`src/rtl/core/hmpg_pkg.sv`:
```
`default_nettype none
// ----------------------------------------------------------------------------
// hmpg_pkg
// Shared types and constants of the hash message padding generator.
// ----------------------------------------------------------------------------
package hmpg_pkg;

   localparam logic [1:0]  MODE_MD5      = 2'd0;
   localparam logic [1:0]  MODE_SHA      = 2'd1;
   localparam logic [1:0]  MODE_SHA_WIDE = 2'd2;

   localparam logic [31:0] PAD_MARKER    = 32'h0000_0080;
   localparam int          QUEUE_DEPTH_DEFAULT = 2;

   localparam int          ZERO_WIDTH    = 5;   // up to 31 zero words
   localparam int          BITS_WIDTH    = 35;  // byte count times eight

   typedef struct packed {
      logic [1:0]  mode;
      logic [31:0] msg_bytes;
   } req_type;

   typedef struct packed {
      logic [31:0] pad_word;
      logic        last;
   } rsp_type;

   // Classified transaction handed from front to back.
   typedef struct packed {
      logic                  big_block;
      logic                  md5;
      logic [ZERO_WIDTH-1:0] zeros;
      logic [BITS_WIDTH-1:0] bits;
   } desc_type;

endpackage
`default_nettype wire

```
`src/rtl/core/hmpg_front.sv`:
```
`default_nettype none
// ----------------------------------------------------------------------------
// hmpg_front
// Accepts a request, works out the zero-word count and bit length, and holds
// the descriptor until the queue takes it.
// ----------------------------------------------------------------------------
module hmpg_front (
   input  wire                 clock,
   input  wire                 reset,
   input  wire                 start,
   output logic                busy,
   input  hmpg_pkg::req_type   req_data,
   input  wire                 q_full,
   output logic                q_push,
   output hmpg_pkg::desc_type  q_data
);
   import hmpg_pkg::*;

   logic       valid_ff;
   desc_type   desc_ff;
   desc_type   desc_in;
   logic       accept;
   logic       big;
   logic [6:0] rem;
   logic [7:0] bs;
   logic [7:0] min_fill;
   logic [7:0] fill_raw;
   logic [7:0] fill;

   always_comb begin
      big      = req_data.mode[1];
      bs       = big ? 8'd128 : 8'd64;
      min_fill = big ? 8'd20 : 8'd12;
      rem      = big ? req_data.msg_bytes[6:0] : {1'b0, req_data.msg_bytes[5:0]};
      fill_raw = bs - {1'b0, rem};
      fill     = (fill_raw < min_fill) ? (fill_raw + bs) : fill_raw;
      desc_in.big_block = big;
      desc_in.md5       = (req_data.mode == MODE_MD5);
      desc_in.zeros     = ZERO_WIDTH'((fill - min_fill) >> 2);
      desc_in.bits      = {req_data.msg_bytes, 3'b000};
   end

   assign busy   = valid_ff && q_full;
   assign accept = start && !busy;
   assign q_push = valid_ff && !q_full;
   assign q_data = desc_ff;

   always_ff @(posedge clock) begin
      if (reset) begin
         valid_ff <= 1'b0;
      end else if (accept) begin
         valid_ff <= 1'b1;
      end else if (q_push) begin
         valid_ff <= 1'b0;
      end
      if (accept) begin
         desc_ff <= desc_in;
      end
   end

endmodule
`default_nettype wire

```
`src/rtl/core/hmpg_queue.sv`:
```
`default_nettype none
// ----------------------------------------------------------------------------
// hmpg_queue
// Short descriptor queue between the front and the back.
// ----------------------------------------------------------------------------
module hmpg_queue #(
   parameter int QUEUE_DEPTH = hmpg_pkg::QUEUE_DEPTH_DEFAULT
) (
   input  wire                 clock,
   input  wire                 reset,
   input  wire                 push,
   input  hmpg_pkg::desc_type  push_data,
   output logic                full,
   input  wire                 pop,
   output hmpg_pkg::desc_type  pop_data,
   output logic                empty
);
   import hmpg_pkg::*;

   localparam int PtrWidth = (QUEUE_DEPTH > 1) ? $clog2(QUEUE_DEPTH) : 1;
   localparam int CntWidth = $clog2(QUEUE_DEPTH + 1);
   localparam logic [PtrWidth-1:0] PtrLast = PtrWidth'(QUEUE_DEPTH - 1);
   localparam logic [CntWidth-1:0] CntFull = CntWidth'(QUEUE_DEPTH);

   desc_type              entry_ff [QUEUE_DEPTH];
   logic [PtrWidth-1:0]   wr_ptr_ff;
   logic [PtrWidth-1:0]   rd_ptr_ff;
   logic [CntWidth-1:0]   count_ff;
   logic                  do_push;
   logic                  do_pop;

   assign full     = (count_ff == CntFull);
   assign empty    = (count_ff == '0);
   assign do_push  = push && !full;
   assign do_pop   = pop && !empty;
   assign pop_data = entry_ff[rd_ptr_ff];

   always_ff @(posedge clock) begin
      if (reset) begin
         wr_ptr_ff <= '0;
         rd_ptr_ff <= '0;
         count_ff  <= '0;
      end else begin
         if (do_push) begin
            wr_ptr_ff <= (wr_ptr_ff == PtrLast) ? '0 : wr_ptr_ff + 1'b1;
         end
         if (do_pop) begin
            rd_ptr_ff <= (rd_ptr_ff == PtrLast) ? '0 : rd_ptr_ff + 1'b1;
         end
         if (do_push && !do_pop) begin
            count_ff <= count_ff + 1'b1;
         end else if (do_pop && !do_push) begin
            count_ff <= count_ff - 1'b1;
         end
      end
      if (do_push) begin
         entry_ff[wr_ptr_ff] <= push_data;
      end
   end

endmodule
`default_nettype wire

```
`src/rtl/core/hmpg_back.sv`:
```
`default_nettype none
// ----------------------------------------------------------------------------
// hmpg_back
// Takes descriptors from the queue and emits the padding run, one word per
// cycle: marker, zero words, then the length words.
// ----------------------------------------------------------------------------
module hmpg_back (
   input  wire                 clock,
   input  wire                 reset,
   input  wire                 q_empty,
   input  hmpg_pkg::desc_type  q_data,
   output logic                q_pop,
   output logic                rsp_valid,
   output hmpg_pkg::rsp_type   rsp_data
);
   import hmpg_pkg::*;

   typedef enum logic [1:0] {
      S_IDLE,
      S_MARK,
      S_ZERO,
      S_LEN
   } state_type;

   state_type             state_ff;
   desc_type              desc_ff;
   logic [ZERO_WIDTH-1:0] zcnt_ff;
   logic [1:0]            lidx_ff;
   logic                  rsp_valid_ff;
   rsp_type               rsp_ff;
   logic [31:0]           len_word;
   logic [31:0]           bits_hi;
   logic [1:0]            lidx_last;

   function automatic logic [31:0] swap32(input logic [31:0] v);
      return {v[7:0], v[15:8], v[23:16], v[31:24]};
   endfunction

   always_comb begin
      bits_hi   = {29'd0, desc_ff.bits[34:32]};
      lidx_last = desc_ff.big_block ? 2'd3 : 2'd1;
      len_word  = '0;
      if (desc_ff.md5) begin
         len_word = (lidx_ff == 2'd0) ? desc_ff.bits[31:0] : bits_hi;
      end else if (!desc_ff.big_block) begin
         len_word = (lidx_ff == 2'd0) ? swap32(bits_hi) : swap32(desc_ff.bits[31:0]);
      end else if (lidx_ff == 2'd2) begin
         len_word = swap32(bits_hi);
      end else if (lidx_ff == 2'd3) begin
         len_word = swap32(desc_ff.bits[31:0]);
      end
   end

   assign q_pop     = (state_ff == S_IDLE) && !q_empty;
   assign rsp_valid = rsp_valid_ff;
   assign rsp_data  = rsp_ff;

   always_ff @(posedge clock) begin
      if (reset) begin
         state_ff     <= S_IDLE;
         rsp_valid_ff <= 1'b0;
      end else begin
         unique case (state_ff)
            S_IDLE: begin
               rsp_valid_ff <= 1'b0;
               if (!q_empty) begin
                  desc_ff  <= q_data;
                  zcnt_ff  <= q_data.zeros;
                  lidx_ff  <= 2'd0;
                  state_ff <= S_MARK;
               end
            end
            S_MARK: begin
               rsp_valid_ff    <= 1'b1;
               rsp_ff.pad_word <= PAD_MARKER;
               rsp_ff.last     <= 1'b0;
               state_ff        <= (zcnt_ff == '0) ? S_LEN : S_ZERO;
            end
            S_ZERO: begin
               rsp_valid_ff    <= 1'b1;
               rsp_ff.pad_word <= '0;
               rsp_ff.last     <= 1'b0;
               zcnt_ff         <= zcnt_ff - 1'b1;
               if (zcnt_ff == ZERO_WIDTH'(1)) begin
                  state_ff <= S_LEN;
               end
            end
            S_LEN: begin
               rsp_valid_ff    <= 1'b1;
               rsp_ff.pad_word <= len_word;
               rsp_ff.last     <= (lidx_ff == lidx_last);
               if (lidx_ff == lidx_last) begin
                  state_ff <= S_IDLE;
               end else begin
                  lidx_ff <= lidx_ff + 1'b1;
               end
            end
            default: begin
               state_ff <= S_IDLE;
            end
         endcase
      end
   end

endmodule
`default_nettype wire

```
`src/rtl/core/hash_message_padding_generator.sv`:
```
`default_nettype none
// ----------------------------------------------------------------------------
// hash_message_padding_generator
// Emits the MD5 / SHA message padding words for a given byte count and mode.
//
//   channel   ports                        direction  transaction
//   request   start, busy, req_data        in         start & !busy
//   result    rsp_valid, rsp_data          out        rsp_valid (one cycle)
//
// A transaction yields 3 to 36 words, one per cycle; after acceptance the request
// passes the front register, the queue and the emitter's descriptor register
// before the first word is registered on the result ports. The word emitter takes
// the next descriptor only in its idle state, between runs.
// Reset empties the queue and returns the emitter to idle.
// busy rises only when the front holds a transaction and the queue is full.
// The receiver cannot stall; every word is taken in its strobe cycle.
// ----------------------------------------------------------------------------
module hash_message_padding_generator #(
   parameter int QUEUE_DEPTH = hmpg_pkg::QUEUE_DEPTH_DEFAULT
) (
   input  wire                 clock,
   input  wire                 reset,
   input  wire                 start,
   output logic                busy,
   input  hmpg_pkg::req_type   req_data,
   output logic                rsp_valid,
   output hmpg_pkg::rsp_type   rsp_data
);
   import hmpg_pkg::*;

   logic     push;
   logic     full;
   logic     pop;
   logic     empty;
   desc_type push_data;
   desc_type pop_data;

   hmpg_front u_front (
      .clock    (clock),
      .reset    (reset),
      .start    (start),
      .busy     (busy),
      .req_data (req_data),
      .q_full   (full),
      .q_push   (push),
      .q_data   (push_data)
   );

   hmpg_queue #(
      .QUEUE_DEPTH (QUEUE_DEPTH)
   ) u_queue (
      .clock     (clock),
      .reset     (reset),
      .push      (push),
      .push_data (push_data),
      .full      (full),
      .pop       (pop),
      .pop_data  (pop_data),
      .empty     (empty)
   );

   hmpg_back u_back (
      .clock     (clock),
      .reset     (reset),
      .q_empty   (empty),
      .q_data    (pop_data),
      .q_pop     (pop),
      .rsp_valid (rsp_valid),
      .rsp_data  (rsp_data)
   );

   a_first_is_marker: assert property (@(posedge clock) disable iff (reset)
      $rose(rsp_valid) |-> (rsp_data.pad_word == PAD_MARKER && !rsp_data.last))
      else $error("run does not open with the marker word");

   a_gap_after_last: assert property (@(posedge clock) disable iff (reset)
      (rsp_valid && rsp_data.last) |=> !rsp_valid)
      else $error("word strobed directly after the last word of a run");

   a_busy_needs_queue: assert property (@(posedge clock) disable iff (reset)
      busy |-> full)
      else $error("busy raised while the queue has room");

   a_reset_clears: assert property (@(posedge clock)
      reset |=> (!rsp_valid && !busy))
      else $error("outputs not cleared by reset");

endmodule
`default_nettype wire

```
`config.mk`:
```
export PLATFORM = sky130hd
export DESIGN_NAME = hash_message_padding_generator
export DESIGN_NICKNAME = d
export VERILOG_FILES = /design/src/rtl/core/hmpg_pkg.sv /design/src/rtl/core/hmpg_front.sv /design/src/rtl/core/hmpg_queue.sv /design/src/rtl/core/hmpg_back.sv /design/src/rtl/core/hash_message_padding_generator.sv
export SDC_FILE = /design/constraint.sdc
export NUM_CORES = 1
export LEC_CHECK = 0
export BUFFER_PORTS_ARGS = -buffer_cell sky130_fd_sc_hd__buf_2
export CAP_MARGIN = 20
export CORE_ASPECT_RATIO = 0.8
export CORE_MARGIN = 2
export CORE_UTILIZATION = 61
export CTS_BUF_LIST = sky130_fd_sc_hd__clkbuf_4
export DETAILED_ROUTE_END_ITERATION = 7
export GPL_TIMING_DRIVEN = 0
export PLACE_DENSITY = 0.81
export SLEW_MARGIN = 20
export SYNTH_ARGS = -nofsm -noshare
export SYNTH_HDL_FRONTEND = slang
export SYNTH_HIERARCHICAL = 1
export SYNTH_SLANG_ARGS = --single-unit
```
`constraint.sdc`:
```
create_clock -name clock -period 4.3 [get_ports clock]
set_clock_uncertainty 0.15 [all_clocks]
set_input_delay 0.215 -clock clock [delete_from_list [all_inputs] [get_ports clock]]
set_output_delay 0.215 -clock clock [all_outputs]
set_load 0.02 [all_outputs]
```
==> out/summary.txt <==
crit path launch type: register
die height: 107.1 um
port buffer count: 71
antenna viol nets, final: 0
Setup Viol. Count Final: 0
Internal: 4.103 mW
Max transition margin: 40.44%
final hold vios: 0
RSZ-0062 raised after global routing: no
post-DP HPWL: 9768 um
most common cell after layout, fill and taps aside: edfxtp_1
outcome: finished clean
placed cell area: 8843 sq um
Placer Congestion: 0.8514
CTS sink count: 209
worst r2r src: u_back/lidx_ff[0]$_SDFFCE_PP0P_
Clk pin slew, worst setup/hold paths: 0.07 ns
Pwr Density: 583.8 nW/um^2
Top FF cell, synth: edfxtp_1
Final min period: 2.430 ns
Crit path arrival time: 2.64 ns
Crit path required time: 4.51 ns
die area: 14240 sq um
DIE WIDTH: 132.9 um
Worst Tran Pin Value: 0.8880 ns
Setup crit end: u_back/rsp_data[31]$_DFFE_PP_
Nets: 693
DR pass1 iterations: 5
worst skew pair latency: 0.62 ns
maxcap violations: 0
Peak VDD IR: 0.3009 mV
Min-Delay Path Class: input port to register
initial core utilization: 62.80%
clock share of power: 28.6%
setup TNS: 0 ns
largest net degree at the start of global routing: 27
combinational share of power: 22.4%
grt total ovfl: 0
r2r setup slk: 1.87 ns
P_leak: 3.575 nW
Cell Area, Synth: 8112 sq um
area grow syn2layout: 21.87%
Avg WL per Cell: 18.62 um
drt via density: 5.514
H-Tree Depth: 2
Std-Cell Rows: 37
initial antenna violation count: 0
ant diodes: 0
switching power: 1.668 mW
crit path from: u_back/lidx_ff[0]$_SDFFCE_PP0P_
top-area cell type share of the netlist area: 74.04%
reg2reg end: u_back/rsp_data[31]$_DFFE_PP_
io pins: 72
hold buffers post-CTS: 38
core area: 12920 sq um
Yosys cell types: 49
Seq cells post-synth: 209
Post-CTS Setup Bufs: 0
global-route wire length before repair: 24410 um
crit path capture type: register
Post-Syn Instances: 472
f_max: 411.5 MHz
Root Driver: clkbuf_4
Crit Path Class: register to register
Synth area leader: edfxtp_1
drt initial violations: 305
CP Max Fanout: 10
Synth Warn #: 6
R2R cell count: 8
CTS tree: yes
Seq pwr share: 49.0%
CTS max path bufs: 3
most frequent cells in the layout: edfxtp_1 (200), buf_2 (82), clkbuf_4 (69)
vias post-DR: 4698
Resized cells post-CTS: 0
routed wire length: 15870 um
number of synthesized flops with an enable pin: 200
DRC: 0
vias in the first global route: 4957
CTS Buf Count: 50
fin crit share: 56.52%
gr usage total: 22.75%
Async SR Flop Fraction: 0%
Seq/Total Area, Yosys: 76.26%
share of layout cells above drive strength 1: 34.12%
sw frac: 28.90%
Avg Cell Area, Syn: 17.19 sq um
Final Max Slew Viols: 0
design area: 9886 sq um
top area cells in the synthesized netlist: edfxtp_1 (74%), mux2_2 (6.5%), a22oi_1 (2.6%)
synth_stat cells (all sizes together) (2+ instances only):
| master | number |
|---|---|
| edfxtp | 200 |
| mux2 | 47 |
| nor2 | 33 |
| a22oi | 28 |
| nor2b | 22 |
| buf | 17 |
| inv | 17 |
| ha | 12 |
| nand2 | 11 |
| a21oi | 10 |
| dfxtp | 9 |
| xnor2 | 9 |
| o21ai | 8 |
| and2 | 5 |
| clkbuf | 4 |
| a211oi | 3 |
| a21boi | 3 |
| a311o | 3 |
| a31oi | 3 |
| nor3 | 3 |
| or3 | 3 |
| xor2 | 3 |
| nand3b | 2 |
through the flow:
step	total power [mW]	worst slack, ns	cells	utilization [%]	hold slack (ns)
floorplan	3.653	0.3936	474	-	0.1317
global placement	3.958	-0.8243	720	67.31	0.2417
detailed placement	4.090	1.927	728	68.47	0.2431
CTS	5.773	1.948	852	76.54	0.1225
global route	6.019	1.713	852	76.54	0.1154
finish	5.771	1.870	852	76.54	0.1555
sequential cells by signal, summed over array words and instances (netlist names), named ones only:
signal,cells
u_back/zcnt_ff,5
u_queue/entry_ff,84
u_back/rsp_valid,1
u_queue/count_ff,2
u_back/desc_ff,34
u_front/q_data,39
u_back/bits_hi,3
u_back/state_ff,2
u_front/valid_ff,1
u_back/rsp_data,33
u_queue/rd_ptr_ff,1
u_back/lidx_ff,2
u_queue/wr_ptr_ff,1
critical path: stages, from the launching register on:
cell and delay (ns):
edfxtp_1 0.47, inv_1 0.13, ha_1 0.31, and3b_2 0.26
o21ba_2 0.22, buf_2 0.20, buf_6 0.18, a22oi_1 0.18
nor2_1 0.07
area by class of cell:
| type | count | area (sq um) |
|---|---|---|
| sequential | 209 | 6186 |
| fill | 740 | 3030 |
| multi-input combinational | 226 | 1768 |
| timing repair buffer | 117 | 864.6 |
| clock buffer | 69 | 518.0 |
| tap | 175 | 219.0 |
| clock inverter | 17 | 143.9 |
| buffer | 21 | 118.9 |
| inverter | 18 | 67.56 |
metal layers:
layer  vias to the layer above  part of all wire [%]  GRT usage, %
li1                       2157                     -             -
met1                      2300                    41         27.00
met3                        42                   5.1         5.248
met5                         -                     0             0
met2                       199                    52         40.34
met4                         0                   2.6         9.601
worst min-delay path by stage:
| stage | startpoint | endpoint | depth (start not counted) |
|---|---|---|---|
| after floorplan | reset | u_back/rsp_valid$_SDFF_PP0_ | 1 |
| after global placement | req_data[21] | u_front/q_data[24]$_DFFE_PP_ | 1 |
| after detailed placement | req_data[21] | u_front/q_data[24]$_DFFE_PP_ | 1 |
| after CTS | req_data[14] | u_front/q_data[17]$_DFFE_PP_ | 2 |
| after global routing | req_data[26] | u_front/q_data[29]$_DFFE_PP_ | 2 |
| final | req_data[8] | u_front/q_data[11]$_DFFE_PP_ | 2 |
power groups by stage:
stage	clock network, mW	logic, mW	registers (mW)
2_1_floorplan	0	0.725	2.93
5_1_grt	1.79	1.38	2.85
6_report	1.65	1.29	2.83
4_1_cts	1.68	1.27	2.82
3_5_place_dp	0	1.23	2.87
3_3_place_gp	0	1.09	2.87
kinds of logic after synthesis:
group	after synthesis	share of synthesized area, %
flip-flops	209	76.26
multiplexers	47	6.525
AND/OR/NAND/NOR	86	5.646
AO/OA/AOI/OAI	65	5.738
buffers and inverters	39	2.298
XOR/XNOR	12	1.388
other	1	0.04623
adder cells (fa/ha/maj)	13	2.098
Power figures use the tool's default switching activity.
